### config.mk
export PLATFORM = sky130hd
export DESIGN_NAME = tty_line_editor_top
export DESIGN_NICKNAME = d
export VERILOG_FILES = /design/src/rtl/tle_pkg.sv /design/src/rtl/tle_datapath.sv /design/src/rtl/tle_ctrl.sv /design/src/rtl/tty_line_editor_top.sv
export SDC_FILE = /design/constraint.sdc
export NUM_CORES = 1
export LEC_CHECK = 0
export BUFFER_PORTS_ARGS = -buffer_cell sky130_fd_sc_hd__clkbuf_2
export CAP_MARGIN = 20
export CORE_ASPECT_RATIO = 1.2
export CORE_MARGIN = 5
export CORE_UTILIZATION = 45
export DETAILED_ROUTE_END_ITERATION = 10
export GPL_ROUTABILITY_DRIVEN = 0
export PLACE_DENSITY = 0.64
export SYNTH_ARGS = -nofsm -noshare
export SYNTH_HDL_FRONTEND = slang
export SYNTH_HIERARCHICAL = 1
export SYNTH_SLANG_ARGS = --single-unit
### constraint.sdc
create_clock -name clk -period 8.83 [get_ports clk]
set_clock_uncertainty 0.2 [all_clocks]
set_input_delay 0 -clock clk [delete_from_list [all_inputs] [get_ports clk]]
set_output_delay 0 -clock clk [all_outputs]
set_load 0.005 [all_outputs]
### src/rtl/tle_pkg.sv
// ----------------------------------------------------------------------------
// tle_pkg: shared types and constants of the terminal line editor
// Byte codes, result kinds, controller commands and datapath status.
// ----------------------------------------------------------------------------
package tle_pkg;

    // Line buffer size and derived widths.
    localparam int LINE_SIZE = 16;
    localparam int COUNT_W   = $clog2(LINE_SIZE + 1);
    localparam int POS_W     = $clog2(LINE_SIZE);
    localparam int STEP_W    = 3;

    // Configuration register indexes.
    localparam logic REG_MODE  = 1'b0;
    localparam logic REG_LIMIT = 1'b1;

    // Operating modes; anything above unbuffered is treated as buffered.
    localparam logic [1:0] MODE_BINARY = 2'd0;
    localparam logic [1:0] MODE_UNBUF  = 2'd1;
    localparam logic [1:0] MODE_BUFFER = 2'd2;

    // Control characters.
    localparam logic [7:0] CH_NUL_C = 8'h00;
    localparam logic [7:0] CH_ETX_C = 8'h03;
    localparam logic [7:0] CH_EOT_C = 8'h04;
    localparam logic [7:0] CH_BS_C  = 8'h08;
    localparam logic [7:0] CH_LF_C  = 8'h0A;
    localparam logic [7:0] CH_CR_C  = 8'h0D;
    localparam logic [7:0] CH_NAK_C = 8'h15;
    localparam logic [7:0] CH_SUB_C = 8'h1A;
    localparam logic [7:0] CH_SP_C  = 8'h20;
    localparam logic [7:0] CH_DEL_C = 8'h7F;

    // Result kinds.
    typedef enum logic [1:0] {
        KIND_ECHO  = 2'd0,
        KIND_STORE = 2'd1,
        KIND_LINE  = 2'd2,
        KIND_BREAK = 2'd3
    } kind_t;

    // Byte classes in buffered mode.
    typedef enum logic [2:0] {
        CL_PLAIN,
        CL_RUB_BS,
        CL_RUB_DEL,
        CL_EOL_SUB,
        CL_EOL_CR,
        CL_EOL_LF,
        CL_KILL,
        CL_INTR
    } class_t;

    // Controller states.
    typedef enum logic [3:0] {
        ST_IDLE,
        ST_DECODE,
        ST_PRE_CR,
        ST_STORE,
        ST_POST,
        ST_COMPLETE,
        ST_BREAK,
        ST_RUBOUT,
        ST_ERASE
    } state_t;

    // Character source of an emitted result.
    typedef enum logic [2:0] {
        SEL_NONE,
        SEL_BYTE,
        SEL_CR,
        SEL_LF,
        SEL_SUB,
        SEL_TABLE
    } ch_sel_t;

    typedef enum logic [1:0] {
        CNT_HOLD,
        CNT_INC,
        CNT_DEC,
        CNT_CLEAR
    } cnt_op_t;

    typedef enum logic [1:0] {
        STEP_HOLD,
        STEP_ZERO,
        STEP_FOUR,
        STEP_INC
    } step_op_t;

    // Commands from controller to datapath.
    typedef struct packed {
        logic     latch;
        logic     emit;
        kind_t    kind;
        ch_sel_t  ch_sel;
        logic     last;
        cnt_op_t  cnt_op;
        step_op_t step_op;
    } ctrl_cmd_t;

    // Status from datapath to controller.
    typedef struct packed {
        class_t              byte_class;
        logic                byte_intr;
        logic                buffered;
        logic                unbuffered;
        logic                src_end;
        logic                count_zero;
        logic                count_one;
        logic                hit_inc;
        logic                hit_cur;
        logic [STEP_W-1:0]   step;
        logic                out_free;
    } dp_status_t;

    // Classify a byte for buffered line editing.
    function automatic class_t classify(input logic [7:0] b);
        class_t c;
        case (b)
            CH_BS_C:           c = CL_RUB_BS;
            CH_DEL_C:          c = CL_RUB_DEL;
            CH_EOT_C, CH_SUB_C: c = CL_EOL_SUB;
            CH_CR_C:           c = CL_EOL_CR;
            CH_LF_C:           c = CL_EOL_LF;
            CH_NAK_C, CH_NUL_C: c = CL_KILL;
            CH_ETX_C:          c = CL_INTR;
            default:           c = CL_PLAIN;
        endcase
        return c;
    endfunction

    // Rubout echo sequence. DEL walks all six entries, BS starts at entry
    // four, and the line erase repeats the first three for each character.
    function automatic logic [7:0] rub_char(input logic [STEP_W-1:0] s);
        logic [7:0] ch;
        case (s)
            3'd0:    ch = CH_BS_C;
            3'd1:    ch = CH_SP_C;
            3'd2:    ch = CH_BS_C;
            3'd3:    ch = CH_BS_C;
            3'd4:    ch = CH_SP_C;
            3'd5:    ch = CH_BS_C;
            default: ch = CH_NUL_C;
        endcase
        return ch;
    endfunction

endpackage

### src/rtl/tle_datapath.sv
// ----------------------------------------------------------------------------
// tle_datapath: registers and result formatting of the line editor
// Holds the received beat, line count, echo step, configuration and the
// output register.
// ----------------------------------------------------------------------------
module tle_datapath (
    input  logic                        clk,
    input  logic                        rst_n,
    input  tle_pkg::ctrl_cmd_t          cmd,
    output tle_pkg::dp_status_t         status,
    input  logic [7:0]                  in_byte,
    input  logic                        in_end,
    input  logic                        cfg_we,
    input  logic                        cfg_index,
    input  logic [tle_pkg::COUNT_W-1:0] cfg_wdata,
    output logic                        out_valid,
    input  logic                        out_ready,
    output tle_pkg::kind_t              out_kind,
    output logic [7:0]                  out_char,
    output logic [tle_pkg::POS_W-1:0]   out_pos,
    output logic [tle_pkg::COUNT_W-1:0] out_count,
    output logic                        out_last
);

    logic [7:0]                  byte_reg;
    logic                        end_reg;
    logic [1:0]                  mode_reg;
    logic [tle_pkg::COUNT_W-1:0] limit_reg;
    logic [tle_pkg::COUNT_W-1:0] count_reg, count_next;
    logic [tle_pkg::STEP_W-1:0]  step_reg, step_next;
    logic                        out_valid_reg;
    tle_pkg::kind_t              kind_reg;
    logic [7:0]                  char_reg;
    logic [tle_pkg::POS_W-1:0]   pos_reg;
    logic [tle_pkg::COUNT_W-1:0] ocount_reg;
    logic                        last_reg;

    logic [tle_pkg::COUNT_W-1:0] eff_limit;
    logic [tle_pkg::COUNT_W:0]   count_plus;
    logic [7:0]                  char_sel;

    // Effective limit: zero acts as one, oversize acts as the buffer size.
    always_comb
    begin
        if (limit_reg == '0)
            eff_limit = tle_pkg::COUNT_W'(1);
        else if (limit_reg > tle_pkg::COUNT_W'(tle_pkg::LINE_SIZE))
            eff_limit = tle_pkg::COUNT_W'(tle_pkg::LINE_SIZE);
        else
            eff_limit = limit_reg;
    end

    assign count_plus = {1'b0, count_reg} + 1'b1;

    // Status toward the controller.
    always_comb
    begin
        status.byte_class = tle_pkg::classify(byte_reg);
        status.byte_intr  = (byte_reg == tle_pkg::CH_ETX_C);
        status.buffered   = (mode_reg != tle_pkg::MODE_BINARY) &&
                            (mode_reg != tle_pkg::MODE_UNBUF);
        status.unbuffered = (mode_reg == tle_pkg::MODE_UNBUF);
        status.src_end    = end_reg;
        status.count_zero = (count_reg == '0);
        status.count_one  = (count_reg == tle_pkg::COUNT_W'(1));
        status.hit_inc    = (count_plus >= {1'b0, eff_limit});
        status.hit_cur    = (count_reg >= eff_limit);
        status.step       = step_reg;
        status.out_free   = !out_valid_reg || out_ready;
    end

    // Input beat capture.
    always_ff @(posedge clk)
    begin
        if (cmd.latch)
        begin
            byte_reg <= in_byte;
            end_reg  <= in_end;
        end
    end

    // Configuration registers.
    always_ff @(posedge clk or negedge rst_n)
    begin
        if (!rst_n)
        begin
            mode_reg  <= tle_pkg::MODE_BUFFER;
            limit_reg <= tle_pkg::COUNT_W'(tle_pkg::LINE_SIZE);
        end
        else if (cfg_we)
        begin
            case (cfg_index)
                tle_pkg::REG_MODE:  mode_reg  <= cfg_wdata[1:0];
                tle_pkg::REG_LIMIT: limit_reg <= cfg_wdata;
                default:            ;
            endcase
        end
    end

    // Line count and echo step updates.
    always_comb
    begin
        case (cmd.cnt_op)
            tle_pkg::CNT_INC:   count_next = count_plus[tle_pkg::COUNT_W-1:0];
            tle_pkg::CNT_DEC:   count_next = count_reg - 1'b1;
            tle_pkg::CNT_CLEAR: count_next = '0;
            default:            count_next = count_reg;
        endcase
        case (cmd.step_op)
            tle_pkg::STEP_ZERO: step_next = '0;
            tle_pkg::STEP_FOUR: step_next = tle_pkg::STEP_W'(4);
            tle_pkg::STEP_INC:  step_next = step_reg + 1'b1;
            default:            step_next = step_reg;
        endcase
    end

    always_ff @(posedge clk or negedge rst_n)
    begin
        if (!rst_n)
        begin
            count_reg <= '0;
            step_reg  <= '0;
        end
        else
        begin
            count_reg <= count_next;
            step_reg  <= step_next;
        end
    end

    // Character of the result being emitted.
    always_comb
    begin
        case (cmd.ch_sel)
            tle_pkg::SEL_BYTE:  char_sel = byte_reg;
            tle_pkg::SEL_CR:    char_sel = tle_pkg::CH_CR_C;
            tle_pkg::SEL_LF:    char_sel = tle_pkg::CH_LF_C;
            tle_pkg::SEL_SUB:   char_sel = tle_pkg::CH_SUB_C;
            tle_pkg::SEL_TABLE: char_sel = tle_pkg::rub_char(step_reg);
            default:            char_sel = tle_pkg::CH_NUL_C;
        endcase
    end

    // Output register valid flag.
    always_ff @(posedge clk or negedge rst_n)
    begin
        if (!rst_n)
            out_valid_reg <= 1'b0;
        else if (cmd.emit)
            out_valid_reg <= 1'b1;
        else if (out_ready)
            out_valid_reg <= 1'b0;
    end

    // Output payload.
    always_ff @(posedge clk)
    begin
        if (cmd.emit)
        begin
            kind_reg   <= cmd.kind;
            char_reg   <= char_sel;
            pos_reg    <= (cmd.kind == tle_pkg::KIND_STORE) ?
                          count_reg[tle_pkg::POS_W-1:0] : '0;
            ocount_reg <= (cmd.kind == tle_pkg::KIND_LINE) ? count_reg : '0;
            last_reg   <= cmd.last;
        end
    end

    assign out_valid = out_valid_reg;
    assign out_kind  = kind_reg;
    assign out_char  = char_reg;
    assign out_pos   = pos_reg;
    assign out_count = ocount_reg;
    assign out_last  = last_reg;

    // A result is never loaded over one that is still waiting.
    a_no_overwrite: assert property (@(posedge clk) disable iff (!rst_n)
        cmd.emit |-> (!out_valid_reg || out_ready))
        else $error("result loaded over a pending result");

    // Completion and break always leave an empty line.
    a_clear_after_end: assert property (@(posedge clk) disable iff (!rst_n)
        (cmd.emit && (cmd.kind == tle_pkg::KIND_LINE ||
                      cmd.kind == tle_pkg::KIND_BREAK)) |=> (count_reg == '0))
        else $error("line count not cleared after completion or break");

    // The count never runs past the buffer size.
    a_count_range: assert property (@(posedge clk) disable iff (!rst_n)
        count_reg <= tle_pkg::COUNT_W'(tle_pkg::LINE_SIZE))
        else $error("line count beyond buffer size");

endmodule

### src/rtl/tle_ctrl.sv
// ----------------------------------------------------------------------------
// tle_ctrl: sequencing state machine of the line editor
// Decodes each received beat and steps through its echo, store, completion
// and break results, one result per cycle while the output has room.
// ----------------------------------------------------------------------------
module tle_ctrl (
    input  logic                clk,
    input  logic                rst_n,
    input  logic                in_valid,
    output logic                in_ready,
    input  tle_pkg::dp_status_t status,
    output tle_pkg::ctrl_cmd_t  cmd
);

    tle_pkg::state_t state_reg, state_next;

    // State register.
    always_ff @(posedge clk or negedge rst_n)
    begin
        if (!rst_n)
            state_reg <= tle_pkg::ST_IDLE;
        else
            state_reg <= state_next;
    end

    assign in_ready = (state_reg == tle_pkg::ST_IDLE);

    // Next state and commands.
    always_comb
    begin
        state_next  = state_reg;
        cmd.latch   = 1'b0;
        cmd.emit    = 1'b0;
        cmd.kind    = tle_pkg::KIND_ECHO;
        cmd.ch_sel  = tle_pkg::SEL_NONE;
        cmd.last    = 1'b0;
        cmd.cnt_op  = tle_pkg::CNT_HOLD;
        cmd.step_op = tle_pkg::STEP_HOLD;
        case (state_reg)
            tle_pkg::ST_IDLE:
            begin
                if (in_valid)
                begin
                    cmd.latch  = 1'b1;
                    state_next = tle_pkg::ST_DECODE;
                end
            end
            tle_pkg::ST_DECODE:
            begin
                if (status.src_end)
                    state_next = tle_pkg::ST_COMPLETE;
                else if (!status.buffered)
                    state_next = tle_pkg::ST_STORE;
                else
                begin
                    case (status.byte_class)
                        tle_pkg::CL_RUB_BS, tle_pkg::CL_RUB_DEL:
                        begin
                            if (status.count_zero)
                                state_next = tle_pkg::ST_IDLE;
                            else
                            begin
                                cmd.cnt_op  = tle_pkg::CNT_DEC;
                                cmd.step_op = (status.byte_class == tle_pkg::CL_RUB_BS) ?
                                              tle_pkg::STEP_FOUR : tle_pkg::STEP_ZERO;
                                state_next  = tle_pkg::ST_RUBOUT;
                            end
                        end
                        tle_pkg::CL_EOL_SUB:
                            state_next = tle_pkg::ST_PRE_CR;
                        tle_pkg::CL_KILL:
                        begin
                            cmd.step_op = tle_pkg::STEP_ZERO;
                            state_next  = status.count_zero ?
                                          tle_pkg::ST_IDLE : tle_pkg::ST_ERASE;
                        end
                        tle_pkg::CL_INTR:
                            state_next = tle_pkg::ST_BREAK;
                        default:
                            state_next = tle_pkg::ST_STORE;
                    endcase
                end
            end
            tle_pkg::ST_PRE_CR:
            begin
                if (status.out_free)
                begin
                    cmd.emit   = 1'b1;
                    cmd.ch_sel = tle_pkg::SEL_CR;
                    state_next = tle_pkg::ST_STORE;
                end
            end
            tle_pkg::ST_STORE:
            begin
                if (status.out_free)
                begin
                    cmd.emit   = 1'b1;
                    cmd.kind   = tle_pkg::KIND_STORE;
                    cmd.cnt_op = tle_pkg::CNT_INC;
                    cmd.ch_sel = (status.buffered &&
                                  status.byte_class == tle_pkg::CL_EOL_SUB) ?
                                 tle_pkg::SEL_SUB : tle_pkg::SEL_BYTE;
                    if (status.unbuffered && status.byte_intr)
                        state_next = tle_pkg::ST_BREAK;
                    else if (status.buffered &&
                             (status.byte_class == tle_pkg::CL_EOL_SUB ||
                              status.byte_class == tle_pkg::CL_EOL_CR ||
                              status.byte_class == tle_pkg::CL_EOL_LF))
                        state_next = tle_pkg::ST_POST;
                    else
                    begin
                        cmd.last   = !status.hit_inc;
                        state_next = status.hit_inc ?
                                     tle_pkg::ST_COMPLETE : tle_pkg::ST_IDLE;
                    end
                end
            end
            tle_pkg::ST_POST:
            begin
                if (status.out_free)
                begin
                    cmd.emit   = 1'b1;
                    cmd.ch_sel = (status.byte_class == tle_pkg::CL_EOL_LF) ?
                                 tle_pkg::SEL_CR : tle_pkg::SEL_LF;
                    state_next = tle_pkg::ST_COMPLETE;
                end
            end
            tle_pkg::ST_COMPLETE:
            begin
                if (status.out_free)
                begin
                    cmd.emit   = 1'b1;
                    cmd.kind   = tle_pkg::KIND_LINE;
                    cmd.last   = 1'b1;
                    cmd.cnt_op = tle_pkg::CNT_CLEAR;
                    state_next = tle_pkg::ST_IDLE;
                end
            end
            tle_pkg::ST_BREAK:
            begin
                if (status.out_free)
                begin
                    cmd.emit   = 1'b1;
                    cmd.kind   = tle_pkg::KIND_BREAK;
                    cmd.last   = 1'b1;
                    cmd.cnt_op = tle_pkg::CNT_CLEAR;
                    state_next = tle_pkg::ST_IDLE;
                end
            end
            tle_pkg::ST_RUBOUT:
            begin
                if (status.out_free)
                begin
                    cmd.emit   = 1'b1;
                    cmd.ch_sel = tle_pkg::SEL_TABLE;
                    if (status.step == tle_pkg::STEP_W'(5))
                    begin
                        // A lowered limit can still complete the line here.
                        cmd.last   = !status.hit_cur;
                        state_next = status.hit_cur ?
                                     tle_pkg::ST_COMPLETE : tle_pkg::ST_IDLE;
                    end
                    else
                        cmd.step_op = tle_pkg::STEP_INC;
                end
            end
            tle_pkg::ST_ERASE:
            begin
                if (status.out_free)
                begin
                    cmd.emit   = 1'b1;
                    cmd.ch_sel = tle_pkg::SEL_TABLE;
                    if (status.step == tle_pkg::STEP_W'(2))
                    begin
                        // One character fully erased.
                        cmd.cnt_op  = tle_pkg::CNT_DEC;
                        cmd.step_op = tle_pkg::STEP_ZERO;
                        cmd.last    = status.count_one;
                        if (status.count_one)
                            state_next = tle_pkg::ST_IDLE;
                    end
                    else
                        cmd.step_op = tle_pkg::STEP_INC;
                end
            end
            default:
                state_next = tle_pkg::ST_IDLE;
        endcase
    end

    // The line erase loop never runs on an empty line.
    a_erase_nonempty: assert property (@(posedge clk) disable iff (!rst_n)
        (state_reg == tle_pkg::ST_ERASE) |-> !status.count_zero)
        else $error("line erase running on an empty line");

    // A new beat is only taken when nothing is being emitted.
    a_accept_quiet: assert property (@(posedge clk) disable iff (!rst_n)
        cmd.latch |-> (!cmd.emit && cmd.cnt_op == tle_pkg::CNT_HOLD))
        else $error("beat accepted while a result is in progress");

    // Rubout echo sequence stays within its six entries.
    a_step_range: assert property (@(posedge clk) disable iff (!rst_n)
        (state_reg == tle_pkg::ST_RUBOUT || state_reg == tle_pkg::ST_ERASE)
        |-> (status.step <= tle_pkg::STEP_W'(5)))
        else $error("echo step out of range");

endmodule

### src/rtl/tty_line_editor_top.sv
// ----------------------------------------------------------------------------
// tty_line_editor_top: terminal input line editor
// Path: a beat's first result passes the decode state and its emitting state into the output register.
// Flow: a new beat is accepted only once all results of the last one, 0 to 45,
// have been loaded; the controller emits one result per cycle into one output
// register while it has room. A line erase of fifteen characters is the longest case.
// Reset: asynchronous, active low; mode buffered, limit 16, line count zero.
// ----------------------------------------------------------------------------
module tty_line_editor_top (
    input  logic                        clk,
    input  logic                        rst_n,
    input  logic                        s_axis_tvalid,
    output logic                        s_axis_tready,
    input  logic [7:0]                  s_axis_tdata,   // [7:0] data_byte
    input  logic                        s_axis_tuser,   // [0] source_end
    output logic                        m_axis_tvalid,
    input  logic                        m_axis_tready,
    output logic [23:0]                 m_axis_tdata,   // [7:0] char_value,
                                                        // [11:8] position,
                                                        // [16:12] line_count
    output logic [1:0]                  m_axis_tuser,   // [1:0] kind
    output logic                        m_axis_tlast,   // last
    input  logic                        cfg_we,
    input  logic                        cfg_index,
    input  logic [tle_pkg::COUNT_W-1:0] cfg_wdata
);

    tle_pkg::ctrl_cmd_t          cmd;
    tle_pkg::dp_status_t         status;
    tle_pkg::kind_t              out_kind;
    logic [7:0]                  out_char;
    logic [tle_pkg::POS_W-1:0]   out_pos;
    logic [tle_pkg::COUNT_W-1:0] out_count;

    // Sequencer.
    tle_ctrl u_ctrl (
        .clk      (clk),
        .rst_n    (rst_n),
        .in_valid (s_axis_tvalid),
        .in_ready (s_axis_tready),
        .status   (status),
        .cmd      (cmd)
    );

    // Registers and result formatting.
    tle_datapath u_datapath (
        .clk       (clk),
        .rst_n     (rst_n),
        .cmd       (cmd),
        .status    (status),
        .in_byte   (s_axis_tdata),
        .in_end    (s_axis_tuser),
        .cfg_we    (cfg_we),
        .cfg_index (cfg_index),
        .cfg_wdata (cfg_wdata),
        .out_valid (m_axis_tvalid),
        .out_ready (m_axis_tready),
        .out_kind  (out_kind),
        .out_char  (out_char),
        .out_pos   (out_pos),
        .out_count (out_count),
        .out_last  (m_axis_tlast)
    );

    // Output beat packing.
    assign m_axis_tdata = {7'd0, out_count, out_pos, out_char};
    assign m_axis_tuser = out_kind;

endmodule

==> impl_metrics.prom, run 1 <==
# TYPE chip_impl_metric gauge
chip_impl_info{name="status",value="completed"} 1
chip_impl_metric{name="leakage_dissipation",unit="nW"} 1.578
chip_impl_info{name="reg2reg_from",value="u_datapath/byte_reg[3]"} 1
chip_impl_metric{name="globalRouteOverflowTotal",unit=""} 0
chip_impl_metric{name="layout-drive-gt1-share",unit=""} 0.1729
chip_impl_metric{name="setup_ws",unit="ps"} 5135
chip_impl_metric{name="place_worst_setup_slack",unit="ps"} 5174
chip_impl_metric{name="worstRegToRegCells",unit=""} 13
chip_impl_metric{name="fp.dieArea",unit="sq um"} 9142
chip_impl_metric{name="timing.critical_path.fanout_max",unit=""} 8
chip_impl_metric{name="post_synth_inst_count",unit=""} 347
chip_impl_metric{name="drv_slew",unit=""} 0
chip_impl_metric{name="via_count_of_the_first_global_routing_pass",unit=""} 2423
chip_impl_metric{name="antenna_cells_inserted",unit=""} 0
chip_impl_metric{name="synth-edff-count",unit=""} 29
chip_impl_info{name="setup.worst_path.end_class",value="register"} 1
chip_impl_info{name="mostFrequentLayoutCells",value="sky130_fd_sc_hd__clkbuf_2 (41), sky130_fd_sc_hd__nand2_1 (39), sky130_fd_sc_hd__edfxtp_1 (29)"} 1
chip_impl_metric{name="grt_pass1_wl",unit="um"} 11100
chip_impl_metric{name="final_critical_path_time_including_i_o_delays_and_setup",unit="ps"} 3695
chip_impl_metric{name="die_w",unit="um"} 88.12
chip_impl_metric{name="routed-via-count",unit=""} 2587
chip_impl_metric{name="fin_tns_setup",unit="ps"} 0
chip_impl_metric{name="max_slew_margin",unit=""} 0.4100
chip_impl_metric{name="cap_viol_max_count",unit=""} 0
chip_impl_metric{name="num_rows",unit=""} 34
chip_impl_metric{name="yosys.area.top_type_share",unit=""} 0.2642
chip_impl_metric{name="drt.antenna.violating_nets",unit=""} 0
chip_impl_metric{name="synth.lib_cells_used.distinct",unit=""} 61
chip_impl_metric{name="post_synth.cell_area_avg",unit="sq um"} 9.498
chip_impl_metric{name="vdd.ir_drop.worst",unit="V"} 0.0001113
chip_impl_metric{name="avgRoutedWirePerCell",unit="um"} 13.43
chip_impl_metric{name="htree_levels",unit=""} 2
chip_impl_metric{name="clk_pin_slew_worst_paths",unit="ps"} 100
chip_impl_info{name="rsz_0062_raised_after_global_routing",value="no"} 1
chip_impl_metric{name="ys_ff_latch",unit=""} 49
chip_impl_metric{name="routed_wl",unit="um"} 6565
chip_impl_metric{name="drt_pass1_iterations",unit=""} 5
chip_impl_metric{name="worst-slew-pin-transition",unit="ps"} 884.9
chip_impl_info{name="worst-setup-path-type",value="register to register"} 1
chip_impl_info{name="r2r_end",value="u_datapath/out_char[0]"} 1
chip_impl_metric{name="route.detailed.drc",unit=""} 0
chip_impl_metric{name="groute.usage.overall",unit=""} 0.1476
chip_impl_info{name="ys.flop_type",value="sky130_fd_sc_hd__edfxtp_1"} 1
chip_impl_metric{name="place.detailed.hpwl",unit="um"} 4784
chip_impl_metric{name="clk_path_buf_depth",unit=""} 2
chip_impl_info{name="clock_tree.root_cell",value="sky130_fd_sc_hd__clkbuf_8"} 1
chip_impl_metric{name="first_iter_violations",unit=""} 151
chip_impl_metric{name="areaGrowthSynthToFinish",unit="%"} 15.95
chip_impl_metric{name="synthArstFlopShare",unit=""} 0.4082
chip_impl_metric{name="number_of_nets_in_the_final_layout",unit=""} 436
chip_impl_info{name="hold_path_class",value="input pin to asynchronous set/reset pin"} 1
chip_impl_metric{name="grt_max_degree",unit=""} 22
chip_impl_metric{name="p_total",unit="mW"} 1.087
chip_impl_metric{name="arrival",unit="ps"} 3650
chip_impl_metric{name="port_buffer_cells",unit=""} 41
chip_impl_metric{name="floorplan.initialDensity",unit=""} 0.4584
chip_impl_metric{name="clock_insertion_delay_worst_skew",unit="ps"} 310
chip_impl_metric{name="num_io_pins",unit=""} 49
chip_impl_metric{name="fin_crit_sh",unit=""} 0.4184
chip_impl_info{name="setup.worst_path.start_class",value="register"} 1
chip_impl_metric{name="floorplan.core_area",unit="sq um"} 7189
chip_impl_metric{name="post_syn_area",unit="sq um"} 3296
chip_impl_info{name="setup.worst_path.start",value="u_datapath/byte_reg[3]"} 1
chip_impl_metric{name="synth-seq-area-share",unit=""} 0.4169
chip_impl_metric{name="timing.reg2reg.setup_slack",unit="ps"} 5140
chip_impl_metric{name="clock_sink_count",unit=""} 49
chip_impl_metric{name="num-fill-cells",unit=""} 664
chip_impl_metric{name="post_cts_resized",unit=""} 0
chip_impl_info{name="netlist.top_cell.by_area",value="sky130_fd_sc_hd__edfxtp_1"} 1
chip_impl_info{name="ys_top_cells_by_area",value="sky130_fd_sc_hd__edfxtp_1 (26%), sky130_fd_sc_hd__dfrtp_1 (14%), sky130_fd_sc_hd__ha_1 (6.8%), sky130_fd_sc_hd__nand2_1 (4.4%), sky130_fd_sc_hd__and2_1 (2.8%)"} 1
chip_impl_metric{name="worst_ep_required_time",unit="ps"} 8780
chip_impl_metric{name="fmax",unit="GHz"} 0.2707
chip_impl_metric{name="cts_inserted_buffers",unit=""} 5
chip_impl_metric{name="die_height",unit="um"} 103.7
chip_impl_metric{name="antenna_found_initial",unit=""} 0
chip_impl_info{name="most_common_library_cell_in_the_layout_ignoring_fill_and_taps",value="sky130_fd_sc_hd__clkbuf_2"} 1
chip_impl_metric{name="finalHoldViolCount",unit=""} 0
chip_impl_metric{name="power_per_cell_area",unit="nW/um^2"} 284.6
chip_impl_metric{name="yosysWarnings",unit=""} 6
chip_impl_metric{name="finalSetupViolations",unit=""} 0
chip_impl_metric{name="vias_per_cell",unit=""} 5.290
chip_impl_info{name="cts_tree",value="done"} 1
[cell families after synthesis]
| family | count (synthesis) | synth area share |
|---|---|---|
| multiplexers | 9 | 0.02999 |
| other | 1 | 0.001138 |
| adder cells (fa/ha/maj) | 18 | 0.06834 |
| AND/OR/NAND/NOR | 145 | 0.2354 |
| AO/OA/AOI/OAI | 75 | 0.1579 |
| buffers and inverters | 41 | 0.06644 |
| XOR/XNOR | 9 | 0.02392 |
| flip-flops | 49 | 0.4169 |
[metal layers]
metal	track usage	wire length, um	vias to the layer above	part of all wire
met4	0.03996	59	0	0.0090
li1	-	-	1329	-
met5	0	0	-	0
met3	0.02542	307	5	0.047
met2	0.2408	3127	57	0.48
met1	0.2005	3070	1196	0.47
[worst max path at each step]
stage | slack [ps] | to | cells past startpoint
2_1_floorplan | 5490 | u_datapath/out_char[4] | 14
3_3_place_gp | 5350 | u_datapath/out_char[4] | 13
3_5_place_dp | 5170 | u_datapath/out_char[4] | 13
4_1_cts | 5130 | u_datapath/out_char[0] | 13
5_1_grt | 4720 | u_datapath/out_char[2] | 13
6_report | 5140 | u_datapath/out_char[0] | 13
[power breakdown]
part | switching (mW) | internal (mW) | total, mW
Combinational | 0.260 | 0.216 | 0.476
Sequential | 0.0990 | 0.344 | 0.443
Clock | 0.0763 | 0.0921 | 0.168
Total | 0.435 | 0.652 | 1.09
[per-stage QoR]
step	hold WS, ps	util	instances	cell area, sq um
after floorplan	-495.6	-	353	3318
after global placement	-192.2	0.4842	459	3481
after detailed placement	-182.7	0.4842	459	3481
after CTS	18.36	0.5315	489	3821
after global routing	64.51	0.5315	489	3821
final	28.07	0.5315	489	3821
[worst max-delay path: stages (launching register included)]
cell and delay, ps:
sky130_fd_sc_hd__edfxtp_1 500, sky130_fd_sc_hd__nor2_1 220, sky130_fd_sc_hd__nand2_1 120, sky130_fd_sc_hd__o32a_1 200, sky130_fd_sc_hd__o32ai_1 500, sky130_fd_sc_hd__nor2b_1 290
sky130_fd_sc_hd__a31oi_1 110, sky130_fd_sc_hd__nor3_1 150, sky130_fd_sc_hd__o21a_1 270, sky130_fd_sc_hd__inv_1 170, sky130_fd_sc_hd__ha_1 370, sky130_fd_sc_hd__nor2_1 180
sky130_fd_sc_hd__nand2_1 100, sky130_fd_sc_hd__a21oi_1 170
[synthesized netlist by cell type, types with 3 or more instances]
cell type                   n
sky130_fd_sc_hd__clkbuf_1   8
sky130_fd_sc_hd__xnor2_1    4
sky130_fd_sc_hd__nand2b_1   8
sky130_fd_sc_hd__nor3_1    11
sky130_fd_sc_hd__mux2_2     7
sky130_fd_sc_hd__nor4_1     3
sky130_fd_sc_hd__a211oi_1   4
sky130_fd_sc_hd__a21o_1     3
sky130_fd_sc_hd__o21ai_0   18
sky130_fd_sc_hd__buf_6      3
sky130_fd_sc_hd__nand2_1   39
sky130_fd_sc_hd__nand3_1    9
sky130_fd_sc_hd__nand3b_1   7
sky130_fd_sc_hd__and2_1    15
sky130_fd_sc_hd__a21oi_1   14
sky130_fd_sc_hd__o21a_1     4
sky130_fd_sc_hd__edfxtp_1  29
sky130_fd_sc_hd__o22ai_1    4
sky130_fd_sc_hd__ha_1      18
sky130_fd_sc_hd__xor2_1     5
sky130_fd_sc_hd__nor2_1    23
sky130_fd_sc_hd__dfrtp_1   18
sky130_fd_sc_hd__and3_1     5
sky130_fd_sc_hd__o211ai_1   3
sky130_fd_sc_hd__nor2b_1   14
sky130_fd_sc_hd__buf_4     10
sky130_fd_sc_hd__inv_1     15
[final cells by class]
cell class / count / area, sq um / share of cell area
Inverter: 15 / 56.30 / 0.01473
Tap cell: 90 / 112.6 / 0.02947
Timing Repair Buffer: 64 / 432.9 / 0.1133
Sequential cell: 49 / 1374 / 0.3595
Clock buffer: 6 / 82.58 / 0.02161
Multi-Input combinational cell: 263 / 1725 / 0.4515
Clock inverter: 2 / 37.54 / 0.009823
[timing repair]
item / CTS / global route
hold endpoints to repair: 36 / 0
setup endpoints to repair: 0 / 0
hold buffers: 22 / 0
buffers inserted: 0 / 0
No activity file was read; power rests on OpenSTA's default activity.
==> run 2, diff against run 1 <==
==> constraint.sdc (replaced) <==
create_clock -name clk -period 3.4 [get_ports clk]
set_clock_uncertainty 0.2 [all_clocks]
set_input_delay 0 -clock clk [delete_from_list [all_inputs] [get_ports clk]]
set_output_delay 0 -clock clk [all_outputs]
set_load 0.005 [all_outputs]
==> impl_metrics.prom, run 2 (same netlist as run 1, synthesis figures left out) <==
# TYPE chip_impl_metric gauge
chip_impl_metric{name="floorplan.initialDensity",unit=""} 0.4584
chip_impl_metric{name="layout-drive-gt1-share",unit=""} 0.2255
chip_impl_metric{name="globalRouteOverflowTotal",unit=""} 0
chip_impl_metric{name="routed_wl",unit="um"} 6822
chip_impl_metric{name="slowest_cell_delay_on_critical_path",unit="ps"} 590
chip_impl_metric{name="seq_power_share",unit=""} 0.393
chip_impl_metric{name="final_critical_path_time_including_i_o_delays_and_setup",unit="ps"} 3252
chip_impl_metric{name="drt.antenna.violating_nets",unit=""} 0
chip_impl_info{name="setup.worst_path.start_class",value="register"} 1
chip_impl_metric{name="routed-via-count",unit=""} 2650
chip_impl_info{name="mostFrequentLayoutCells",value="sky130_fd_sc_hd__clkbuf_2 (41), sky130_fd_sc_hd__nand2_1 (39), sky130_fd_sc_hd__edfxtp_1 (29)"} 1
chip_impl_metric{name="p_int",unit="mW"} 1.725
chip_impl_metric{name="clock_insertion_delay_worst_skew",unit="ps"} 300
chip_impl_metric{name="drt_pass1_iterations",unit=""} 4
chip_impl_metric{name="worst-slew-pin-transition",unit="ps"} 744.1
chip_impl_metric{name="place_worst_setup_slack",unit="ps"} 101.8
chip_impl_metric{name="clk_path_buf_depth",unit=""} 2
chip_impl_metric{name="antenna_found_initial",unit=""} 0
chip_impl_metric{name="antenna_cells_inserted",unit=""} 0
chip_impl_metric{name="cts_inserted_buffers",unit=""} 5
chip_impl_metric{name="worst-path-buf-inv",unit=""} 2
chip_impl_metric{name="port_buffer_cells",unit=""} 41
chip_impl_info{name="r2r_end",value="u_datapath/out_char[3]"} 1
chip_impl_metric{name="p_sw_frac",unit=""} 0.4004
chip_impl_metric{name="finalHoldViolCount",unit=""} 0
chip_impl_info{name="clock_tree.root_cell",value="sky130_fd_sc_hd__clkbuf_8"} 1
chip_impl_metric{name="htree_levels",unit=""} 2
chip_impl_metric{name="fmax",unit="GHz"} 0.3075
chip_impl_metric{name="grt_pass1_wl",unit="um"} 10870
chip_impl_metric{name="die_height",unit="um"} 103.7
chip_impl_metric{name="clk_pin_slew_worst_paths",unit="ps"} 90
chip_impl_metric{name="max_slew_margin",unit=""} 0.5021
chip_impl_info{name="hold_path_class",value="input pin to asynchronous set/reset pin"} 1
chip_impl_metric{name="fin_crit_sh",unit=""} 0.9565
chip_impl_metric{name="floorplan.core_area",unit="sq um"} 7189
chip_impl_info{name="setup.worst_path.end_class",value="register"} 1
chip_impl_metric{name="setup_ws",unit="ps"} 147.9
chip_impl_metric{name="avgRoutedWirePerCell",unit="um"} 13.70
chip_impl_metric{name="areaGrowthSynthToFinish",unit="%"} 20.12
chip_impl_metric{name="number_of_nets_in_the_final_layout",unit=""} 445
chip_impl_metric{name="via_count_of_the_first_global_routing_pass",unit=""} 2391
chip_impl_metric{name="fp.dieArea",unit="sq um"} 9142
chip_impl_metric{name="clock_sink_count",unit=""} 49
chip_impl_info{name="worst_path_max_delay_cell",value="sky130_fd_sc_hd__or4_4"} 1
chip_impl_info{name="path_cells",value="or4_4, a221oi_2, a41o_2, a31oi_1, nor3_1, o21a_1, inv_2, ha_4, inv_1, o22ai_1, o41ai_2"} 1
chip_impl_info{name="rsz_0062_raised_after_global_routing",value="no"} 1
chip_impl_metric{name="route.detailed.drc",unit=""} 0
chip_impl_metric{name="p_switching",unit="mW"} 1.152
chip_impl_metric{name="fin_tns_setup",unit="ps"} 0
chip_impl_metric{name="combinational_cell_fraction_of_total_power",unit=""} 0.462
chip_impl_metric{name="vdd.ir_drop.worst",unit="V"} 0.0002595
chip_impl_metric{name="num_rows",unit=""} 34
chip_impl_info{name="cts_tree",value="done"} 1
chip_impl_metric{name="power_per_cell_area",unit="nW/um^2"} 726.7
chip_impl_info{name="reg2reg_from",value="u_datapath/byte_reg[3]"} 1
chip_impl_metric{name="vias_per_cell",unit=""} 5.321
chip_impl_metric{name="num_io_pins",unit=""} 49
chip_impl_metric{name="finalSetupViolations",unit=""} 0
chip_impl_metric{name="groute.usage.overall",unit=""} 0.1455
chip_impl_info{name="family_of_cells_with_the_greatest_summed_delay_on_the_critical_path",value="compound AO/OA/AOI/OAI gates"} 1
chip_impl_metric{name="timing.critical_path.fanout_max",unit=""} 8
chip_impl_info{name="status",value="completed"} 1
chip_impl_metric{name="arrival",unit="ps"} 3080
chip_impl_metric{name="leakage_dissipation",unit="nW"} 1.636
chip_impl_metric{name="timing.reg2reg.setup_slack",unit="ps"} 150
chip_impl_metric{name="place.detailed.hpwl",unit="um"} 4893
chip_impl_metric{name="num-fill-cells",unit=""} 642
chip_impl_info{name="most_common_library_cell_in_the_layout_ignoring_fill_and_taps",value="sky130_fd_sc_hd__clkbuf_2"} 1
chip_impl_metric{name="cap_viol_max_count",unit=""} 0
chip_impl_metric{name="first_iter_violations",unit=""} 258
chip_impl_metric{name="die_w",unit="um"} 88.12
chip_impl_metric{name="grt_max_degree",unit=""} 22
chip_impl_metric{name="worstRegToRegCells",unit=""} 11
chip_impl_metric{name="drv_slew",unit=""} 0
chip_impl_metric{name="clock_network_fraction_of_design_power",unit=""} 0.145
chip_impl_info{name="worst-setup-path-type",value="register to register"} 1
chip_impl_metric{name="worst_ep_required_time",unit="ps"} 3220
-- run 2: cell type report --
class / count / area [sq um] / share of cell area
clock inverters: 3 / 46.29 / 0.01169
flip-flops and latches: 49 / 1374 / 0.3470
well taps: 90 / 112.6 / 0.02844
clock buffers: 5 / 68.82 / 0.01738
multi-input cells: 264 / 1808 / 0.4567
repair buffers: 72 / 493.0 / 0.1245
inverters: 15 / 56.30 / 0.01422
-- run 2: metrics by stage --
step                      instances  instance area (sq um)  hold slack [ps]    util  total power, mW
after CTS                       496                   3869            23.81  0.5381            2.850
after floorplan                 353                   3318           -495.6       -            2.050
after global routing            498                   3959            58.42  0.5506            3.124
after global placement          466                   3533           -194.3  0.4915            2.364
after detailed placement        466                   3533           -185.3  0.4915            2.399
final                           498                   3959            13.21  0.5506            2.877
-- run 2: power groups by stage --
stage	combinational (mW)	sequential, mW	clock [mW]
3_3_place_gp	1.23	1.13	0
4_1_cts	1.29	1.13	0.429
2_1_floorplan	1.01	1.04	0
5_1_grt	1.50	1.17	0.451
3_5_place_dp	1.26	1.14	0
6_report	1.33	1.13	0.416
-- run 2: timing repair --
item / 4_1_cts / 5_1_grt
resized for setup: 0 / 18
hold endpoints to repair: 36 / 0
setup buffers: 0 / 1
hold buffers: 22 / 0
setup endpoints to repair: 0 / 10
-- run 2: worst max path at each step --
stage / start / to / slack (ps) / depth (start not counted)
after floorplan: u_datapath/byte_reg[1] / u_datapath/out_char[4] / 60 / 14
after global placement: u_datapath/byte_reg[3] / u_datapath/out_char[3] / 150 / 9
after detailed placement: u_datapath/byte_reg[3] / u_datapath/out_char[3] / 100 / 9
after CTS: u_datapath/byte_reg[5] / u_datapath/out_char[3] / 30 / 10
after global routing: u_datapath/byte_reg[3] / u_datapath/out_char[3] / 10 / 14
final: u_datapath/byte_reg[3] / u_datapath/out_char[3] / 150 / 11
-- run 2: routing by layer --
layer / global-route usage / vias up / part of all wire
met5: 0 / - / 0
met4: 0.04212 / 0 / 0.013
met3: 0.02462 / 8 / 0.042
met2: 0.2392 / 68 / 0.50
met1: 0.1950 / 1230 / 0.45
li1: - / 1344 / -
-- run 2: worst reg2reg max path, stage by stage (launching register included) --
cell                       delay (ps)
sky130_fd_sc_hd__edfxtp_1         540
sky130_fd_sc_hd__or4_4            590
sky130_fd_sc_hd__a221oi_2         330
sky130_fd_sc_hd__a41o_2           210
sky130_fd_sc_hd__a31oi_1          100
sky130_fd_sc_hd__nor3_1           170
sky130_fd_sc_hd__o21a_1           170
sky130_fd_sc_hd__inv_2             90
sky130_fd_sc_hd__ha_4             310
sky130_fd_sc_hd__inv_1             50
sky130_fd_sc_hd__o22ai_1          130
sky130_fd_sc_hd__o41ai_2          110
==> run 3, diff against run 2 <==
--- a/config.mk
+++ b/config.mk
@@ -12,7 +12,7 @@
 export CORE_UTILIZATION = 45
 export DETAILED_ROUTE_END_ITERATION = 10
 export GPL_ROUTABILITY_DRIVEN = 0
-export PLACE_DENSITY = 0.64
+export PLACE_DENSITY = 0.65
 export SYNTH_ARGS = -nofsm -noshare
 export SYNTH_HDL_FRONTEND = slang
 export SYNTH_HIERARCHICAL = 1
==> impl_metrics.prom, run 3 (same netlist as run 1, synthesis figures left out) <==
# TYPE chip_impl_metric gauge
chip_impl_metric{name="floorplan.core_area",unit="sq um"} 7189
chip_impl_metric{name="fin_tns_setup",unit="ps"} 0
chip_impl_metric{name="first_iter_violations",unit=""} 231
chip_impl_metric{name="grt_pass1_wl",unit="um"} 11010
chip_impl_metric{name="fmax",unit="GHz"} 0.3065
chip_impl_metric{name="via_count_of_the_first_global_routing_pass",unit=""} 2419
chip_impl_info{name="failing_checks",value="negative hold slack"} 1
chip_impl_metric{name="seq_power_share",unit=""} 0.394
chip_impl_info{name="clock_tree.root_cell",value="sky130_fd_sc_hd__clkbuf_8"} 1
chip_impl_metric{name="setup_ws",unit="ps"} 137.3
chip_impl_metric{name="routed_wl",unit="um"} 6660
chip_impl_metric{name="hold_ws",unit="ps"} -0.3355
chip_impl_metric{name="leakage_dissipation",unit="nW"} 1.641
chip_impl_metric{name="number_of_nets_in_the_final_layout",unit=""} 448
chip_impl_metric{name="groute.usage.overall",unit=""} 0.1474
chip_impl_metric{name="avgRoutedWirePerCell",unit="um"} 13.29
chip_impl_info{name="setup.worst_path.start_class",value="register"} 1
chip_impl_metric{name="slowest_cell_delay_on_critical_path",unit="ps"} 580
chip_impl_metric{name="finalHoldViolCount",unit=""} 1
chip_impl_metric{name="port_buffer_cells",unit=""} 41
chip_impl_metric{name="routed-via-count",unit=""} 2598
chip_impl_metric{name="num-fill-cells",unit=""} 645
chip_impl_metric{name="globalRouteOverflowTotal",unit=""} 0
chip_impl_metric{name="final_critical_path_time_including_i_o_delays_and_setup",unit="ps"} 3263
chip_impl_metric{name="die_w",unit="um"} 88.12
chip_impl_metric{name="antenna_cells_inserted",unit=""} 0
chip_impl_metric{name="grt_max_degree",unit=""} 22
chip_impl_metric{name="route.detailed.drc",unit=""} 0
chip_impl_metric{name="die_height",unit="um"} 103.7
chip_impl_metric{name="worst_ep_required_time",unit="ps"} 3230
chip_impl_metric{name="clock_network_fraction_of_design_power",unit=""} 0.149
chip_impl_metric{name="clk_path_buf_depth",unit=""} 2
chip_impl_info{name="status",value="complete, but fails checks"} 1
chip_impl_metric{name="cts_inserted_buffers",unit=""} 5
chip_impl_metric{name="timing.critical_path.fanout_max",unit=""} 8
chip_impl_metric{name="num_rows",unit=""} 34
chip_impl_metric{name="finalNonFillerCells",unit=""} 501
chip_impl_info{name="hold_path_class",value="input pin to asynchronous set/reset pin"} 1
chip_impl_metric{name="floorplan.initialDensity",unit=""} 0.4584
chip_impl_metric{name="cap_viol_max_count",unit=""} 0
chip_impl_metric{name="fin_crit_sh",unit=""} 0.9596
chip_impl_metric{name="place.detailed.hpwl",unit="um"} 4857
chip_impl_info{name="path_cells",value="or4_4, a221oi_2, a41o_2, a31oi_1, nor3_1, o21a_1, inv_1, ha_2, inv_1, o22ai_1, o41ai_2"} 1
chip_impl_metric{name="p_sw_frac",unit=""} 0.3942
chip_impl_metric{name="areaGrowthSynthToFinish",unit="%"} 19.32
chip_impl_info{name="worst_path_most_repeated_cell",value="sky130_fd_sc_hd__inv_1"} 1
chip_impl_info{name="setup.worst_path.end_class",value="register"} 1
chip_impl_metric{name="clk_pin_slew_worst_paths",unit="ps"} 90
chip_impl_metric{name="antenna_found_initial",unit=""} 0
chip_impl_info{name="mostFrequentLayoutCells",value="sky130_fd_sc_hd__clkbuf_2 (41), sky130_fd_sc_hd__nand2_1 (39), sky130_fd_sc_hd__edfxtp_1 (29)"} 1
chip_impl_metric{name="max_slew_margin",unit=""} 0.5606
chip_impl_info{name="worst_path_max_delay_cell",value="sky130_fd_sc_hd__or4_4"} 1
chip_impl_metric{name="fp.dieArea",unit="sq um"} 9142
chip_impl_metric{name="layout-drive-gt1-share",unit=""} 0.2141
chip_impl_metric{name="drt.antenna.violating_nets",unit=""} 0
chip_impl_metric{name="num_io_pins",unit=""} 49
chip_impl_info{name="most_common_library_cell_in_the_layout_ignoring_fill_and_taps",value="sky130_fd_sc_hd__clkbuf_2"} 1
chip_impl_metric{name="finalSetupViolations",unit=""} 0
chip_impl_metric{name="drv_slew",unit=""} 0
chip_impl_metric{name="worst-slew-pin-transition",unit="ps"} 659.2
chip_impl_metric{name="vias_per_cell",unit=""} 5.186
chip_impl_metric{name="combinational_cell_fraction_of_total_power",unit=""} 0.457
chip_impl_metric{name="vdd.ir_drop.worst",unit="V"} 0.0002750
chip_impl_metric{name="p_switching",unit="mW"} 1.128
chip_impl_metric{name="htree_levels",unit=""} 2
chip_impl_metric{name="final_core_density",unit=""} 0.5470
chip_impl_info{name="cts_tree",value="done"} 1
chip_impl_metric{name="p_total",unit="mW"} 2.860
chip_impl_metric{name="place_worst_setup_slack",unit="ps"} 111.5
chip_impl_metric{name="clock_sink_count",unit=""} 49
chip_impl_info{name="worst-setup-path-type",value="register to register"} 1
chip_impl_metric{name="place.detailed.instances",unit=""} 466
chip_impl_metric{name="arrival",unit="ps"} 3090
chip_impl_metric{name="p_int",unit="mW"} 1.733
chip_impl_metric{name="drt_pass1_iterations",unit=""} 4
chip_impl_metric{name="clock_insertion_delay_worst_skew",unit="ps"} 300
chip_impl_metric{name="worstRegToRegCells",unit=""} 11
chip_impl_metric{name="power_per_cell_area",unit="nW/um^2"} 727.4
run 3: area by class of cell:
class | count | area (sq um) | area share
multi-input cells | 263 | 1747 | 0.4442
repair buffers | 76 | 523.0 | 0.1330
clock buffers | 6 | 82.58 | 0.02100
clock inverters | 2 | 37.54 | 0.009545
inverters | 15 | 56.30 | 0.01432
flip-flops and latches | 49 | 1374 | 0.3493
well taps | 90 | 112.6 | 0.02864
run 3: routing by layer:
metal | vias to the layer above | share of wire | global-route usage
li1 | 1346 | - | -
met4 | 0 | 0.0072 | 0.04212
met3 | 4 | 0.042 | 0.02303
met2 | 57 | 0.49 | 0.2403
met5 | - | 0 | 0
met1 | 1191 | 0.46 | 0.2009
run 3: metrics by stage:
step | area [sq um] | hold WS, ps
after floorplan | 3318 | -495.6
after global placement | 3533 | -195.6
after detailed placement | 3533 | -194.9
after CTS | 3874 | 10.88
after global routing | 3933 | 64.85
final | 3933 | -0.3355
run 3: critical path, delay by kind of cell (launching register included):
kind	cells	cell delay, ps
and+or+nand+nor	2	750
AOI/OAI and AO/OA	6	940
DFF	1	520
adders and majority gates	1	420
buffers and inverters	2	180
run 3: power groups by stage:
stage                     clock network [mW]  logic [mW]  registers [mW]
after floorplan                            0        1.01            1.04
after global placement                     0        1.22            1.14
after detailed placement                   0        1.26            1.15
after CTS                              0.449        1.29            1.13
after global routing                   0.467        1.48            1.17
final                                  0.426        1.31            1.13
run 3: path summary, 6_finish.rpt:
kind / start / endpoint / slack, ps
worst min-delay path: rst_n / u_datapath/limit_reg[2] / -0.3
worst min register to register: u_datapath/mode_reg[0] / u_datapath/mode_reg[0] / 310
worst max register to register: u_datapath/byte_reg[3] / u_datapath/out_char[3] / 140
min in group clk: m_axis_tready / u_datapath/out_valid / 40
max in group asynchronous: rst_n / u_datapath/mode_reg[1] / 2640
worst max-delay path: u_datapath/byte_reg[3] / u_datapath/out_char[3] / 140
run 3: timing repair:
| item | in CTS | in global routing |
|---|---|---|
| setup buffers | 0 | 5 |
| gates resized for setup | 0 | 7 |
| hold buffers | 22 | 0 |
| setup endpoints to repair | 0 | 9 |
| hold endpoints to repair | 36 | 0 |
